===== src/hw/rtl/tpt_pkg.sv =====
`timescale 1ns / 1ps
`default_nettype none
// ----------------------------------------------------------------------------
// tpt_pkg
// Shared widths, register codes and control bundles of the trapezoid tracker.
// ----------------------------------------------------------------------------
package tpt_pkg;

  // tick rate default
  localparam int unsigned TICK_RATE_DEF = 20000;

  // field and state widths
  localparam int POS_W    = 32;
  localparam int SPD_IO_W = 23;
  localparam int SPD_W    = 24;
  localparam int MAXS_W   = 22;
  localparam int ACC_W    = 26;
  localparam int DV_W     = 17;          // divisor width, covers tick rates up to 100000
  localparam int REM_W    = DV_W + 1;    // signed remainder
  localparam int DIV_W    = 28;          // signed dividend of the tick divider
  localparam int DIST_W   = POS_W + 1;
  localparam int SQ_W     = 2 * SPD_W;
  localparam int LO_W     = 17;          // low slice of the distance product
  localparam int PP_W     = LO_W + ACC_W + 1;
  localparam int PROD_W   = DIST_W + ACC_W + 2;

  // config port
  localparam int ADDR_W = 4;
  localparam int DATA_W = 32;
  localparam logic [1:0] REG_MAX_SPEED  = 2'd0;
  localparam logic [1:0] REG_UP_ACC     = 2'd1;
  localparam logic [1:0] REG_DOWN_ACC   = 2'd2;
  localparam logic [1:0] REG_STOP_SPEED = 2'd3;

  localparam logic [MAXS_W-1:0] MAX_SPEED_RST  = 22'd2560000;
  localparam logic [ACC_W-1:0]  UP_ACC_RST     = 26'd1048576;
  localparam logic [ACC_W-1:0]  DOWN_ACC_RST   = 26'd1048576;
  localparam logic [MAXS_W-1:0] STOP_SPEED_RST = 22'd51200;

  localparam logic signed [SPD_W-1:0] SPD_LIM = 24'sd4194303;

  typedef struct packed {
    logic [MAXS_W-1:0] speed_cap;
    logic [ACC_W-1:0]  up_acc;
    logic [ACC_W-1:0]  brake_acc;
    logic [MAXS_W-1:0] stop_speed;
  } cfg_t;

  typedef struct packed {
    logic capture;
    logic load;
    logic delta;
    logic mul_lo;
    logic mul_hi;
    logic accum;
    logic decide;
    logic acc_start;
    logic acc_apply;
    logic pos_start;
    logic pos_apply;
    logic out_load;
  } cmd_t;

  typedef struct packed {
    logic is_load;
    logic acc_needed;
    logic div_done;
    logic out_busy;
  } sts_t;

endpackage
`default_nettype wire


===== src/hw/rtl/tpt_if.sv =====
`timescale 1ns / 1ps
`default_nettype none
// ----------------------------------------------------------------------------
// tpt_if
// Valid/ready channels for tick requests and commanded results.
// ----------------------------------------------------------------------------
interface tpt_in_if;
  logic                       valid;
  logic                       ready;
  logic                       op;
  logic signed [31:0]         target_location;
  logic signed [31:0]         start_location;
  logic signed [22:0]         start_speed;

  modport source (output valid, op, target_location, start_location, start_speed,
                  input ready);
  modport sink (input valid, op, target_location, start_location, start_speed,
                output ready);
endinterface

interface tpt_out_if;
  logic               valid;
  logic               ready;
  logic signed [31:0] cmd_location;
  logic signed [22:0] cmd_speed;

  modport source (output valid, cmd_location, cmd_speed, input ready);
  modport sink (input valid, cmd_location, cmd_speed, output ready);
endinterface
`default_nettype wire


===== src/hw/rtl/tpt_regs.sv =====
`timescale 1ns / 1ps
`default_nettype none
// ----------------------------------------------------------------------------
// tpt_regs
// APB register file for speed limit, ramp rates and stop speed.
// ----------------------------------------------------------------------------
module tpt_regs (
  input  logic                        clk,
  input  logic                        rst,
  input  logic                        psel,
  input  logic                        penable,
  input  logic                        pwrite,
  input  logic [tpt_pkg::ADDR_W-1:0]  paddr,
  input  logic [tpt_pkg::DATA_W-1:0]  pwdata,
  output logic [tpt_pkg::DATA_W-1:0]  prdata,
  output logic                        pready,
  output tpt_pkg::cfg_t               cfg
);
  import tpt_pkg::*;

  logic       wr;
  logic [1:0] idx;

  assign pready = 1'b1;
  assign wr     = psel && penable && pwrite;
  assign idx    = paddr[3:2];

  // writes; a zero speed limit or zero ramp rate is dropped, a zero stop speed is written
  always_ff @(posedge clk) begin
    if (rst) begin
      cfg.speed_cap  <= MAX_SPEED_RST;
      cfg.up_acc     <= UP_ACC_RST;
      cfg.brake_acc  <= DOWN_ACC_RST;
      cfg.stop_speed <= STOP_SPEED_RST;
    end else if (wr) begin
      case (idx)
        REG_MAX_SPEED: begin
          if (pwdata[MAXS_W-1:0] != '0) cfg.speed_cap <= pwdata[MAXS_W-1:0];
        end
        REG_UP_ACC: begin
          if (pwdata[ACC_W-1:0] != '0) cfg.up_acc <= pwdata[ACC_W-1:0];
        end
        REG_DOWN_ACC: begin
          if (pwdata[ACC_W-1:0] != '0) cfg.brake_acc <= pwdata[ACC_W-1:0];
        end
        REG_STOP_SPEED: begin
          cfg.stop_speed <= pwdata[MAXS_W-1:0];
        end
        default: begin
        end
      endcase
    end
  end

  // read mux
  always_comb begin
    case (idx)
      REG_MAX_SPEED:  prdata = DATA_W'(cfg.speed_cap);
      REG_UP_ACC:     prdata = DATA_W'(cfg.up_acc);
      REG_DOWN_ACC:   prdata = DATA_W'(cfg.brake_acc);
      REG_STOP_SPEED: prdata = DATA_W'(cfg.stop_speed);
      default:        prdata = '0;
    endcase
  end

endmodule
`default_nettype wire


===== src/hw/rtl/tpt_div.sv =====
`timescale 1ns / 1ps
`default_nettype none
// ----------------------------------------------------------------------------
// tpt_div
// Divider by the tick rate: reciprocal multiply, back-multiply and one
// correction step, each registered, with done raised after the correction.
// Quotient and remainder truncate toward zero.
// ----------------------------------------------------------------------------
module tpt_div #(
  parameter int unsigned TICK_RATE = tpt_pkg::TICK_RATE_DEF
) (
  input  logic                              clk,
  input  logic                              rst,
  input  logic                              start,
  input  logic signed [tpt_pkg::DIV_W-1:0]  dividend,
  output logic                              done,
  output logic signed [tpt_pkg::DIV_W-1:0]  quo,
  output logic signed [tpt_pkg::REM_W-1:0]  rem
);
  import tpt_pkg::*;

  // floor(2^DIV_W / TICK_RATE); the estimate is low by at most one
  localparam longint unsigned RECIP = (longint'(1) << DIV_W) / longint'(TICK_RATE);
  localparam int RCP_W = $clog2(RECIP + 1);
  localparam int PRD_W = DIV_W + RCP_W;
  localparam logic [RCP_W-1:0] RCP     = RCP_W'(RECIP);
  localparam logic [DIV_W-1:0] DIVISOR = DIV_W'(TICK_RATE);

  logic [4:0]              stage;
  logic                    neg;
  logic [DIV_W-1:0]        mag;
  logic [PRD_W-1:0]        prd;
  logic [RCP_W-1:0]        q0;
  logic [DIV_W-1:0]        r0;
  logic [RCP_W-1:0]        qf;
  logic [DV_W-1:0]         rf;
  logic [DIV_W-1:0]        mag_in;
  logic signed [DIV_W-1:0] q_s;
  logic signed [REM_W-1:0] r_s;

  assign mag_in = dividend[DIV_W-1] ? DIV_W'(-dividend) : DIV_W'(dividend);

  // stage valid bits
  always_ff @(posedge clk) begin
    if (rst) stage <= '0;
    else stage <= {stage[3:0], start};
  end

  assign done = stage[4];

  // magnitude, estimate, back-multiply, correction
  always_ff @(posedge clk) begin
    if (start) begin
      neg <= dividend[DIV_W-1];
      mag <= mag_in;
    end
    if (stage[0]) prd <= PRD_W'(mag) * PRD_W'(RCP);
    if (stage[1]) q0 <= prd[PRD_W-1:DIV_W];
    if (stage[2]) r0 <= mag - DIV_W'(q0) * DIVISOR;
    if (stage[3]) begin
      if (r0 >= DIVISOR) begin
        qf <= q0 + RCP_W'(1);
        rf <= DV_W'(r0 - DIVISOR);
      end else begin
        qf <= q0;
        rf <= DV_W'(r0);
      end
    end
  end

  assign q_s = $signed(DIV_W'(qf));
  assign r_s = $signed({1'b0, rf});
  assign quo = neg ? -q_s : q_s;
  assign rem = neg ? -r_s : r_s;

endmodule
`default_nettype wire


===== src/hw/rtl/tpt_dp.sv =====
`timescale 1ns / 1ps
`default_nettype none
// ----------------------------------------------------------------------------
// tpt_dp
// Tracker datapath: motion state, braking-distance test, integrators and
// result register.
// ----------------------------------------------------------------------------
module tpt_dp #(
  parameter int unsigned TICK_RATE = tpt_pkg::TICK_RATE_DEF
) (
  input  logic                                 clk,
  input  logic                                 rst,
  input  tpt_pkg::cmd_t                        cmd,
  output tpt_pkg::sts_t                        sts,
  input  tpt_pkg::cfg_t                        cfg,
  input  logic                                 in_op,
  input  logic signed [tpt_pkg::POS_W-1:0]     in_goal,
  input  logic signed [tpt_pkg::POS_W-1:0]     in_start_loc,
  input  logic signed [tpt_pkg::SPD_IO_W-1:0]  in_start_spd,
  output logic                                 out_valid,
  input  logic                                 out_ready,
  output logic signed [tpt_pkg::POS_W-1:0]     out_location,
  output logic signed [tpt_pkg::SPD_IO_W-1:0]  out_speed
);
  import tpt_pkg::*;

  localparam int SPD_X = SPD_W + 1;
  localparam int AC_X  = ACC_W + 1;

  typedef enum logic [1:0] {ACT_NONE, ACT_FREE, ACT_CAP, ACT_BRAKE} act_t;

  // motion state
  logic signed [SPD_W-1:0] speed;
  logic signed [POS_W-1:0] pos;
  logic signed [REM_W-1:0] arem;
  logic signed [REM_W-1:0] srem;

  // latched request
  logic                       op_r;
  logic signed [POS_W-1:0]    goal_r;
  logic signed [POS_W-1:0]    sloc_r;
  logic signed [SPD_IO_W-1:0] sspd_r;

  // per-tick working registers
  logic signed [DIST_W-1:0] delta;
  logic [SQ_W-1:0]          magsq;
  logic [PP_W-1:0]          pp;
  logic [PROD_W-1:0]        prod;
  act_t                     act;
  logic signed [AC_X-1:0]   acc_val;
  logic                     was_pos;

  // combinational
  logic [SPD_W-1:0]        mag;
  logic [DIST_W-1:0]       adist;
  logic [AC_X-1:0]         d2;
  logic [LO_W-1:0]         mul_a;
  logic [SQ_W-1:0]         sq_c;
  logic                    sp_zero, sp_pos, delta_zero, delta_pos, far;
  logic signed [AC_X-1:0]  up_s, dn_s;
  act_t                    act_c;
  logic signed [AC_X-1:0]  acc_c;
  logic                    snap_c, brk_c;
  logic                    div_start, div_done;
  logic signed [DIV_W-1:0] dvd, quo;
  logic signed [REM_W-1:0] drem;
  logic signed [SPD_X-1:0] spd_sum, mx_s;
  logic signed [SPD_IO_W-1:0] sat_c;

  assign mag     = speed[SPD_W-1] ? SPD_W'(-speed) : SPD_W'(speed);
  assign adist   = delta[DIST_W-1] ? DIST_W'(-delta) : DIST_W'(delta);
  assign d2      = {cfg.brake_acc, 1'b0};
  assign mul_a   = cmd.mul_hi ? LO_W'(adist[DIST_W-1:LO_W]) : adist[LO_W-1:0];
  assign sq_c    = mag * mag;
  assign sp_zero = (speed == '0);
  assign sp_pos  = !speed[SPD_W-1] && !sp_zero;
  assign delta_zero = (delta == '0);
  assign delta_pos  = !delta[DIST_W-1] && !delta_zero;
  // remaining distance beats floor(v*v / (2*brake_acc)) exactly when v*v < dist*2*brake_acc
  assign far     = PROD_W'(magsq) < prod;
  assign up_s    = $signed({1'b0, cfg.up_acc});
  assign dn_s    = $signed({1'b0, cfg.brake_acc});
  assign mx_s    = $signed(SPD_X'(cfg.speed_cap));

  // tick decision
  always_comb begin
    act_c  = ACT_NONE;
    acc_c  = '0;
    snap_c = 1'b0;
    brk_c  = 1'b0;
    if (delta_zero) begin
      if (mag <= SPD_W'(cfg.stop_speed)) snap_c = 1'b1;
      else brk_c = 1'b1;
    end else if (sp_zero) begin
      act_c = ACT_FREE;
      acc_c = delta_pos ? up_s : -up_s;
    end else if (delta_pos == sp_pos) begin
      if (mag <= SPD_W'(cfg.speed_cap)) begin
        if (far) begin
          if (mag < SPD_W'(cfg.speed_cap)) begin
            act_c = ACT_CAP;
            acc_c = sp_pos ? up_s : -up_s;
          end
        end else begin
          brk_c = 1'b1;
        end
      end else begin
        brk_c = 1'b1;
      end
    end else begin
      brk_c = 1'b1;
    end
    if (brk_c && !sp_zero) begin
      act_c = ACT_BRAKE;
      acc_c = sp_pos ? -dn_s : dn_s;
    end
  end

  // shared divider by the tick rate
  assign div_start = cmd.acc_start || cmd.pos_start;
  assign dvd = cmd.acc_start ? DIV_W'(arem) + DIV_W'(acc_val)
                             : DIV_W'(srem) + DIV_W'(speed);

  tpt_div #(.TICK_RATE(TICK_RATE)) u_div (
    .clk      (clk),
    .rst      (rst),
    .start    (div_start),
    .dividend (dvd),
    .done     (div_done),
    .quo      (quo),
    .rem      (drem)
  );

  assign spd_sum = SPD_X'(speed) + SPD_X'(quo);

  // request latch
  always_ff @(posedge clk) begin
    if (cmd.capture) begin
      op_r   <= in_op;
      goal_r <= in_goal;
      sloc_r <= in_start_loc;
      sspd_r <= in_start_spd;
    end
  end

  // distance test operands
  always_ff @(posedge clk) begin
    if (cmd.delta) begin
      delta <= DIST_W'(goal_r) - DIST_W'(pos);
      magsq <= sq_c;
    end
    if (cmd.mul_lo || cmd.mul_hi) pp <= PP_W'(mul_a * d2);
    if (cmd.mul_hi) prod <= PROD_W'(pp);
    if (cmd.accum) prod <= prod + (PROD_W'(pp) << LO_W);
    if (cmd.decide) begin
      act     <= act_c;
      acc_val <= acc_c;
      was_pos <= sp_pos;
    end
  end

  // motion state updates
  always_ff @(posedge clk) begin
    if (rst) begin
      speed <= '0;
      pos   <= '0;
      arem  <= '0;
      srem  <= '0;
    end else if (cmd.load) begin
      speed <= SPD_W'(sspd_r);
      pos   <= sloc_r;
      arem  <= '0;
      srem  <= '0;
    end else if (cmd.decide && snap_c) begin
      speed <= '0;
      arem  <= '0;
      srem  <= '0;
    end else if (cmd.acc_apply) begin
      speed <= spd_sum[SPD_W-1:0];
      arem  <= drem;
      case (act)
        ACT_BRAKE: begin
          if (was_pos ? (spd_sum <= 0) : (spd_sum >= 0)) begin
            speed <= '0;
            arem  <= '0;
          end
        end
        ACT_CAP: begin
          if (was_pos ? (spd_sum >= mx_s) : (spd_sum <= -mx_s)) begin
            speed <= was_pos ? mx_s[SPD_W-1:0] : SPD_W'(-mx_s);
            arem  <= '0;
          end
        end
        default: begin
        end
      endcase
    end else if (cmd.pos_apply) begin
      pos  <= pos + POS_W'(quo);
      srem <= drem;
    end
  end

  // output saturation
  always_comb begin
    if (speed > SPD_LIM) sat_c = SPD_LIM[SPD_IO_W-1:0];
    else if (speed < -SPD_LIM) sat_c = SPD_IO_W'(-SPD_LIM);
    else sat_c = speed[SPD_IO_W-1:0];
  end

  // result register
  always_ff @(posedge clk) begin
    if (rst) begin
      out_valid <= 1'b0;
    end else if (cmd.out_load) begin
      out_valid <= 1'b1;
    end else if (out_ready) begin
      out_valid <= 1'b0;
    end
  end

  always_ff @(posedge clk) begin
    if (cmd.out_load) begin
      out_location <= pos;
      out_speed    <= sat_c;
    end
  end

  assign sts.is_load    = op_r;
  assign sts.acc_needed = (act != ACT_NONE);
  assign sts.div_done   = div_done;
  assign sts.out_busy   = out_valid && !out_ready;

endmodule
`default_nettype wire


===== src/hw/rtl/tpt_ctrl.sv =====
`timescale 1ns / 1ps
`default_nettype none
// ----------------------------------------------------------------------------
// tpt_ctrl
// Sequencer for one request: a load, or distance test, acceleration step, position step.
// ----------------------------------------------------------------------------
module tpt_ctrl (
  input  logic          clk,
  input  logic          rst,
  input  logic          in_valid,
  output logic          in_ready,
  input  tpt_pkg::sts_t sts,
  output tpt_pkg::cmd_t cmd
);
  import tpt_pkg::*;

  typedef enum logic [3:0] {
    S_IDLE, S_EXEC, S_MUL_LO, S_MUL_HI, S_ACCUM, S_DECIDE, S_ACC_CHK,
    S_ACC_WAIT, S_POS_START, S_POS_WAIT, S_FINISH
  } state_t;

  state_t state, state_next;

  assign in_ready = (state == S_IDLE);

  // next state and commands
  always_comb begin
    state_next = state;
    cmd        = '0;
    case (state)
      S_IDLE: begin
        if (in_valid) begin
          cmd.capture = 1'b1;
          state_next  = S_EXEC;
        end
      end
      S_EXEC: begin
        if (sts.is_load) begin
          cmd.load   = 1'b1;
          state_next = S_FINISH;
        end else begin
          cmd.delta  = 1'b1;
          state_next = S_MUL_LO;
        end
      end
      S_MUL_LO: begin
        cmd.mul_lo = 1'b1;
        state_next = S_MUL_HI;
      end
      S_MUL_HI: begin
        cmd.mul_hi = 1'b1;
        state_next = S_ACCUM;
      end
      S_ACCUM: begin
        cmd.accum  = 1'b1;
        state_next = S_DECIDE;
      end
      S_DECIDE: begin
        cmd.decide = 1'b1;
        state_next = S_ACC_CHK;
      end
      S_ACC_CHK: begin
        if (sts.acc_needed) begin
          cmd.acc_start = 1'b1;
          state_next    = S_ACC_WAIT;
        end else begin
          state_next = S_POS_START;
        end
      end
      S_ACC_WAIT: begin
        if (sts.div_done) begin
          cmd.acc_apply = 1'b1;
          state_next    = S_POS_START;
        end
      end
      S_POS_START: begin
        cmd.pos_start = 1'b1;
        state_next    = S_POS_WAIT;
      end
      S_POS_WAIT: begin
        if (sts.div_done) begin
          cmd.pos_apply = 1'b1;
          state_next    = S_FINISH;
        end
      end
      S_FINISH: begin
        if (!sts.out_busy) begin
          cmd.out_load = 1'b1;
          state_next   = S_IDLE;
        end
      end
      default: state_next = S_IDLE;
    endcase
  end

  always_ff @(posedge clk) begin
    if (rst) state <= S_IDLE;
    else state <= state_next;
  end

endmodule
`default_nettype wire


===== src/hw/rtl/trapezoid_position_tracker_core.sv =====
`timescale 1ns / 1ps
`default_nettype none
// ----------------------------------------------------------------------------
// trapezoid_position_tracker_core
// Trapezoidal motion profile: one commanded position and speed per request.
//
//   channel   dir   handshake       payload
//   tick_in   in    valid/ready     op, target_location, start_location, start_speed
//   cmd_out   out   valid/ready     cmd_location, cmd_speed
//   apb       in    psel/penable    paddr[3:2] register, pwdata, prdata
//
// A tick runs the distance test and decision, then two divisions by TICK_RATE
// for the acceleration step and the position step, each started and then
// applied by the sequencer. A tick with no acceleration step skips the first
// division, and a load skips both. One request is in flight at a time; the next
// is accepted in the cycle after the result is loaded, and the result register
// stalls the sequencer only while it still holds an unaccepted result. Reset is
// synchronous and clears the motion state and registers to their defaults.
// ----------------------------------------------------------------------------
module trapezoid_position_tracker_core #(
  parameter int unsigned TICK_RATE = tpt_pkg::TICK_RATE_DEF
) (
  input  logic                        clk,
  input  logic                        rst,
  tpt_in_if.sink                      tick_in,
  tpt_out_if.source                   cmd_out,
  input  logic                        psel,
  input  logic                        penable,
  input  logic                        pwrite,
  input  logic [tpt_pkg::ADDR_W-1:0]  paddr,
  input  logic [tpt_pkg::DATA_W-1:0]  pwdata,
  output logic [tpt_pkg::DATA_W-1:0]  prdata,
  output logic                        pready
);
  import tpt_pkg::*;

  cfg_t cfg;
  cmd_t cmd;
  sts_t sts;

  tpt_regs u_regs (
    .clk     (clk),
    .rst     (rst),
    .psel    (psel),
    .penable (penable),
    .pwrite  (pwrite),
    .paddr   (paddr),
    .pwdata  (pwdata),
    .prdata  (prdata),
    .pready  (pready),
    .cfg     (cfg)
  );

  tpt_ctrl u_ctrl (
    .clk      (clk),
    .rst      (rst),
    .in_valid (tick_in.valid),
    .in_ready (tick_in.ready),
    .sts      (sts),
    .cmd      (cmd)
  );

  tpt_dp #(.TICK_RATE(TICK_RATE)) u_dp (
    .clk          (clk),
    .rst          (rst),
    .cmd          (cmd),
    .sts          (sts),
    .cfg          (cfg),
    .in_op        (tick_in.op),
    .in_goal      (tick_in.target_location),
    .in_start_loc (tick_in.start_location),
    .in_start_spd (tick_in.start_speed),
    .out_valid    (cmd_out.valid),
    .out_ready    (cmd_out.ready),
    .out_location (cmd_out.cmd_location),
    .out_speed    (cmd_out.cmd_speed)
  );

endmodule
`default_nettype wire


===== src/flat_wrapper.sv =====
// flat-port wrapper written by rule: the top's interface ports become plain ports
module trapezoid_position_tracker_core_flat import tpt_pkg::*;
#(
  parameter int unsigned TICK_RATE = tpt_pkg::TICK_RATE_DEF
)
  (clk, rst, psel, penable, pwrite, paddr, pwdata, prdata, pready, tick_in_valid, tick_in_op, tick_in_target_location, tick_in_start_location, tick_in_start_speed, tick_in_ready, cmd_out_valid, cmd_out_cmd_location, cmd_out_cmd_speed, cmd_out_ready);
  tpt_in_if tick_in_i ();
  tpt_out_if cmd_out_i ();
  input  logic clk;
  input  logic rst;
  input  logic psel;
  input  logic penable;
  input  logic pwrite;
  input  logic [tpt_pkg::ADDR_W-1:0] paddr;
  input  logic [tpt_pkg::DATA_W-1:0] pwdata;
  output logic [tpt_pkg::DATA_W-1:0] prdata;
  output logic pready;
  input wire logic [$bits(tick_in_i.valid)-1:0] tick_in_valid;
  input wire logic [$bits(tick_in_i.op)-1:0] tick_in_op;
  input wire logic [$bits(tick_in_i.target_location)-1:0] tick_in_target_location;
  input wire logic [$bits(tick_in_i.start_location)-1:0] tick_in_start_location;
  input wire logic [$bits(tick_in_i.start_speed)-1:0] tick_in_start_speed;
  output wire logic [$bits(tick_in_i.ready)-1:0] tick_in_ready;
  output wire logic [$bits(cmd_out_i.valid)-1:0] cmd_out_valid;
  output wire logic [$bits(cmd_out_i.cmd_location)-1:0] cmd_out_cmd_location;
  output wire logic [$bits(cmd_out_i.cmd_speed)-1:0] cmd_out_cmd_speed;
  input wire logic [$bits(cmd_out_i.ready)-1:0] cmd_out_ready;
  assign tick_in_i.valid = tick_in_valid;
  assign tick_in_i.op = tick_in_op;
  assign tick_in_i.target_location = tick_in_target_location;
  assign tick_in_i.start_location = tick_in_start_location;
  assign tick_in_i.start_speed = tick_in_start_speed;
  assign tick_in_ready = tick_in_i.ready;
  assign cmd_out_valid = cmd_out_i.valid;
  assign cmd_out_cmd_location = cmd_out_i.cmd_location;
  assign cmd_out_cmd_speed = cmd_out_i.cmd_speed;
  assign cmd_out_i.ready = cmd_out_ready;
  trapezoid_position_tracker_core #(.TICK_RATE(TICK_RATE)) u_core (.clk(clk), .rst(rst), .tick_in(tick_in_i), .cmd_out(cmd_out_i), .psel(psel), .penable(penable), .pwrite(pwrite), .paddr(paddr), .pwdata(pwdata), .prdata(prdata), .pready(pready));
endmodule

===== config.mk =====
export PLATFORM = sky130hd
export DESIGN_NAME = trapezoid_position_tracker_core_flat
export DESIGN_NICKNAME = d
export VERILOG_FILES = /design/src/hw/rtl/tpt_pkg.sv /design/src/hw/rtl/tpt_if.sv /design/src/hw/rtl/tpt_regs.sv /design/src/hw/rtl/tpt_div.sv /design/src/hw/rtl/tpt_dp.sv /design/src/hw/rtl/tpt_ctrl.sv /design/src/hw/rtl/trapezoid_position_tracker_core.sv /design/src/flat_wrapper.sv
export SDC_FILE = /design/constraint.sdc
export NUM_CORES = 2
export LEC_CHECK = 0
export ABC_AREA = 1
export BUFFER_PORTS_ARGS = -buffer_cell sky130_fd_sc_hd__buf_2
export CORE_UTILIZATION = 40
export CTS_BUF_LIST = sky130_fd_sc_hd__clkbuf_2 sky130_fd_sc_hd__clkbuf_4 sky130_fd_sc_hd__clkbuf_8
export DETAILED_ROUTE_END_ITERATION = 10
export GPL_TIMING_DRIVEN = 0
export SYNTH_ARGS = -nofsm -noshare
export SYNTH_HDL_FRONTEND = slang
export SYNTH_HIERARCHICAL = 1
export SYNTH_SLANG_ARGS = --single-unit
export TNS_END_PERCENT = 50

===== constraint.sdc =====
create_clock -name clk -period 18.9 [get_ports clk]
set_input_delay 3.78 -clock clk [delete_from_list [all_inputs] [get_ports clk]]
set_output_delay 3.78 -clock clk [all_outputs]
set_load 0.01 [all_outputs]

* Yosys cells after proc, flatten, opt, wreduce, memory -nomap -nowiden
Cells that the tools add are included.
** Word-level totals
- Output and inout port bits :: 90
- Input port bits :: 131
- Flip-flop bits (word level) :: 700
- Word-level logic and storage cells :: 201
** Operators by class
- Equal/unequal tests :: 22
- Multiply operators :: 4
- Reductions and logical operators :: 34
- Bitwise operators :: 1
- Add/subtract/negate cells :: 17
- Muxes and demuxes :: 79
- Order comparisons :: 11
** Operator list (number)
- 27-bit 2-to-1 mux :: 11
- 24-bit 2-to-1 mux :: 7
- 32-bit 2-to-1 mux :: 4
- 32-bit case mux with 4 select lines :: 1
- 61-bit 2-to-1 mux :: 2
- 61-bit adder :: 1
- 48-bit by 61-bit less-than comparator with 1-bit output :: 1
- 28-bit 2-to-1 mux :: 2
- 18-bit 2-to-1 mux :: 3
- 26-bit negator with 27-bit output :: 2
- 24-bit by 22-bit <= comparator with 1-bit output :: 2
- 24-bit by 24-bit multiplier with 48-bit output :: 1
- 24-bit case mux with 2 select lines :: 1
- 4-bit case mux with 11 select lines :: 1
- 17-bit by 26-bit multiplier with 43-bit output :: 1
- 28-bit by 14-bit multiplier with 42-bit output (second input constant) :: 1
- 18-bit case mux with 2 select lines :: 1
- 17-bit 2-to-1 mux :: 2
- 33-bit logical NOT :: 1
- 33-bit 2-to-1 mux :: 1
- 33-bit negator :: 1
- 32-bit by 32-bit subtractor with 33-bit output :: 1
- 32-bit by 28-bit adder with 32-bit output :: 1
- 18-bit by 27-bit adder with 28-bit output :: 1
- other kinds (49) :: 118

* Longest topological paths before layout
- Word-level depth :: 11
- Mapped depth :: 43
- Depth with buffers taken out :: 42

* Cells and area by module
The synthesis kept the hierarchy.
** Modules (own cells, without submodules)
- tpt_dp :: sequential area each 12522.0 µm², cells an instance 8112, times used 1, area each 64207.8 µm²
- tpt_div :: sequential area each 3583.4 µm², cells an instance 2232, times used 1, area each 17575.6 µm²
- tpt_regs :: sequential area each 1921.8 µm², cells an instance 742, times used 1, area each 4982.3 µm²
- tpt_ctrl :: sequential area each 80.1 µm², cells an instance 77, times used 1, area each 400.4 µm²

* Least setup slack after synthesis
OpenSTA, ideal clock, no wires.
- Path kind :: input to register
- Start point :: input port cmd_out_ready
- End point :: register u_core/u_dp/out_location[0] (netlist name) (enable)
- Path slack :: 9.103 ns
- Buffers on the path :: 0
- Data required time :: 18.293 ns
- Cell stages on the path :: 2
- Library setup time :: 0.607 ns
- Arrival time :: 9.190 ns
- Cell sequence :: nor2_1 nor4_1
** RTL lines
- from (decl) :: RTL line flat_wrapper.sv:27 : input wire logic [$bits(cmd_out_i.ready)-1:0] cmd_out_ready;
- to (signal assigned) :: RTL line tpt_dp.sv:223 : out_location <= pos;
- to (decl) :: RTL line tpt_dp.sv:22 : output logic signed [tpt_pkg::POS_W-1:0] out_location,

* Final worst setup path
- Start point :: register u_core.u_dp.speed[0]
- End point :: register u_core.u_dp.magsq[46] (data pin)
** Between the ends
- Longest elaborated chain between the ends :: 3
** RTL lines
- from (decl) :: RTL line tpt_dp.sv:33 : logic signed [SPD_W-1:0] speed;
- from (signal assigned) :: RTL line tpt_dp.sv:170 : speed <= SPD_W'(sspd_r);
- from (signal assigned) :: RTL line tpt_dp.sv:179 : speed <= spd_sum[SPD_W-1:0];
- from (signal assigned) :: RTL line tpt_dp.sv:190 : speed <= was_pos ? mx_s[SPD_W-1:0] : SPD_W'(-mx_s);
- 24-bit negator :: RTL line tpt_dp.sv:70 : assign mag = speed[SPD_W-1] ? SPD_W'(-speed) : SPD_W'(speed);
- 24-bit 2-to-1 mux * :: RTL line tpt_dp.sv:70
- 24-bit by 24-bit multiplier with 48-bit output * :: RTL line tpt_dp.sv:74 : assign sq_c = mag * mag;
- named net u_core.u_dp.sq_c[46] :: RTL line tpt_dp.sv:58 : logic [SQ_W-1:0] sq_c;
- to (signal assigned) :: RTL line tpt_dp.sv:150 : magsq <= sq_c;
- to (decl) :: RTL line tpt_dp.sv:46 : logic [SQ_W-1:0] magsq;
Mark *: on every way through the listed nets, which the timed path passes. The rest lies on a longest branch.
A chain may end at the register's enable or synchronous reset.

==> reports/results.ini <==
[run_status]
outcome=completed

[floorplan]
die_h_um=469
row_count=170
coreArea_um2=215000
die_area_um2=220000
die_w_um=469
initial_core_util=0.405
ios=221

[route]
routedWlPerCell_um=21.7
vias_per_cell=5.31
wl_mm=315
wl_met1_mm=130
drtIter0Drc=7118
vias=77019
met3_length_mm=25.8
dr.max_layer_used=met5
drtPass1Iterations=9
wl_met2_mm=140
drc_errors=0
ant_nets=0

[synth]
synth-xor-area-share=0.0351
synth.mux.area_fraction=0.000115
post-synth-top-area-fraction=0.220
synth_top_area_cell=fa_1
syn_area_um2=87200
ys.flop_type=edfxtp_1
syn_area_per_cell_um2=7.81
synth_compound_area_frac=0.0917
yosysSeqAreaShare=0.208
yosysWarningCount=6
synth.most_common_cell=nand2_1
ys_types=74
synth_common_cells=2,315 x nand2_1, 2,299 x inv_1, 969 x nor2_1
ys_async_sr_fraction=0
synth_top_family_by_area=adder cells
synth_edf_count=471
synthSimpleGateAreaFrac=0.203
synthTopCellsByArea=fa_1 22%, edfxtp_1 16%, ha_1 12%
synth-seq-cells=669
synth_adder_area_share=0.342
postSynthCellCount=11163

[global_routing]
grt_overflow=0
grt_pass1_wl_mm=473
first_global_vias=77349
antenna_found_initial=30
grt_max_degree=44
grtUsageTotal=0.289

[critical_path]
reg2reg_depth=40
r2r_end=u_core/u_dp/magsq[46]$_DFFE_PP_
arrival_ns=12.13
timing.rr.start=u_core/u_dp/speed[0]$_SDFFE_PP0P_
cp_slowest_stage_delay_ns=0.94
critPathLaunchType=flip-flop
path_class=flip-flop to flip-flop
cp_max_fo=13
slowest_stage=clkbuf_1
cp-end-kind=flip-flop
rrSetupSlack_ns=7.51
worstPathRequired_ns=19.64

[clock_network]
cts_setup_buffers=0
cts-root-buf=clkbuf_8
hold_buffers=0
clockBufferDepth=3
worstSkewPairLatency_ns=0.96
cts_resized=0
clkSinkCount=669
clk_transition_reported_paths_ns=0.06
numCtsBuffers=132
h-tree-depth=4
cts_tree=yes

[worst_hold_path]
hold_start=u_core/u_dp/u_div/prd[30]$_DFFE_PP_
hold_end=u_core/u_dp/u_div/q0[2]$_DFFE_PP_
hold_class=flip-flop to flip-flop
whs_path_depth=0

[sta]
maxSlewViolCount=0
tightest_slew_ns=1.46
slew_headroom=0.0286
fin_crit_ns=11.39
hold_viol_final=0
skew_ns=0.0955
period_share=0.603
rsz0062_at_grt=no
max_freq_ghz=0.0878
setup_viol=0
finalSetupTns_ns=0

[layout]
drive_gt1_frac=0.0641
nets=13481
nFillCells=21780
area_delta_synth_final_pct=9.06

[placement]
port_buffers=205
hpwl_mm=263
globalplace.congestion=0.996

[flow_run]
maxCapViolations=0

-- cell families after synthesis --
group,count (synthesis)
flops,669
simple gates,4200
compound gates,1458
buf+inv,2675
fa+ha+maj,1808
xor+xnor,348
mux,1
other cells,4
-- worst max-delay path, delay by kind of cell (launching register included) --
| kind | cells | cell delay [ns] |
|---|---|---|
| simple gates | 16 | 2.99 |
| compound gates | 3 | 0.75 |
| xor+xnor | 1 | 0.18 |
| fa+ha+maj | 9 | 4.42 |
| buf+inv | 11 | 2.20 |
| flops | 1 | 0.63 |
-- routing by layer --
layer	GRT usage	vias up
met5	0.00303	-
met4	0.152	20
met3	0.0538	715
met2	0.456	3131
met1	0.374	37232
li1	-	35921
-- area by class of cell --
class	count	area [um^2]	share of cell area
clock buffers	182	2290	0.0241
inverters	2380	8940	0.0940
diodes	18	45.0	0.000474
flip-flops and latches	669	18100	0.190
repair buffers	225	1260	0.0132
well taps	2838	3550	0.0374
clock inverters	56	631	0.00663
plain buffers	295	1540	0.0162
multi-input cells	7839	58700	0.618
-- per-stage QoR --
step                      std cells  hold WS, ns  instance area, um^2  setup WS, ns  utilization
after floorplan               11183        0.400                87200          9.10            -
after global placement        14226        0.406                91800          4.38        0.426
after detailed placement      14246        0.405                92100          7.86        0.427
after CTS                     14484        0.401                95000          7.77        0.441
after global routing          14489        0.421                95000          7.05        0.441
final                         14502        0.396                95100          7.51        0.441
-- flip-flops by register name (all words and copies together) (netlist names), 2 cells and up --
register and flops:
u_core/u_ctrl/state 4, u_core/u_dp/acc_val 27, u_core/u_dp/act 2, u_core/u_dp/arem 18, u_core/u_dp/delta 33, u_core/u_dp/goal_r 32
u_core/u_dp/magsq 46, u_core/u_dp/out_location 32, u_core/u_dp/out_speed 23, u_core/u_dp/pos 32, u_core/u_dp/pp 43, u_core/u_dp/prod 60
u_core/u_dp/sloc_r 32, u_core/u_dp/speed 24, u_core/u_dp/srem 18, u_core/u_dp/sspd_r 23, u_core/u_dp/u_div/mag 28, u_core/u_dp/u_div/prd 14
u_core/u_dp/u_div/q0 14, u_core/u_dp/u_div/qf 14, u_core/u_dp/u_div/r0 28, u_core/u_dp/u_div/rf 17, u_core/u_dp/u_div/stage 5, u_core/u_regs/cfg 96
-- worst max path at each step --
stage | startpoint | endpoint | slack (ns) | depth (start not counted)
2_1_floorplan | cmd_out_ready | u_core/u_dp/out_location[0]$_DFFE_PP_ | 9.10 | 2
3_3_place_gp | cmd_out_ready | u_core/u_dp/out_speed[15]$_SDFFCE_PP1P_ | 4.38 | 3
3_5_place_dp | u_core/u_dp/speed[0]$_SDFFE_PP0P_ | u_core/u_dp/magsq[46]$_DFFE_PP_ | 7.86 | 37
4_1_cts | u_core/u_dp/speed[0]$_SDFFE_PP0P_ | u_core/u_dp/magsq[46]$_DFFE_PP_ | 7.77 | 37
5_1_grt | u_core/u_dp/speed[0]$_SDFFE_PP0P_ | u_core/u_dp/magsq[46]$_DFFE_PP_ | 7.05 | 42
6_report | u_core/u_dp/speed[0]$_SDFFE_PP0P_ | u_core/u_dp/magsq[46]$_DFFE_PP_ | 7.51 | 40
-- layout by cell type (no fill, tap or decap), types with 15 or more instances in the layout --
| cell | count |
|---|---|
| a21o_1 | 32 |
| a21oi_1 | 635 |
| a31oi_1 | 61 |
| buf_1 | 17 |
| buf_2 | 253 |
| buf_4 | 44 |
| buf_6 | 36 |
| clkbuf_1 | 163 |
| clkbuf_4 | 34 |
| clkbuf_8 | 148 |
| clkinv_1 | 56 |
| clkinv_2 | 15 |
| conb_1 | 24 |
| dfxtp_1 | 197 |
| diode_2 | 18 |
| edfxtp_1 | 471 |
| fa_1 | 958 |
| ha_1 | 850 |
| inv_1 | 2299 |
| inv_2 | 37 |
| nand2_1 | 2314 |
| nand2_2 | 32 |
| nand3_1 | 465 |
| nand3b_1 | 24 |
| nand4_1 | 167 |
| nor2_1 | 966 |
| nor2_2 | 20 |
| nor3_1 | 86 |
| nor4_1 | 30 |
| o2111ai_1 | 27 |
| o211ai_1 | 26 |
| o21a_1 | 25 |
| o21ai_0 | 524 |
| o21ai_1 | 24 |
| o21bai_1 | 38 |
| or2_2 | 19 |
| xnor2_1 | 92 |
| xor2_1 | 253 |
Power is left out: the tool's default activity adds up to more than one toggle a clock period on the data nets, which glitch-free logic cannot reach.
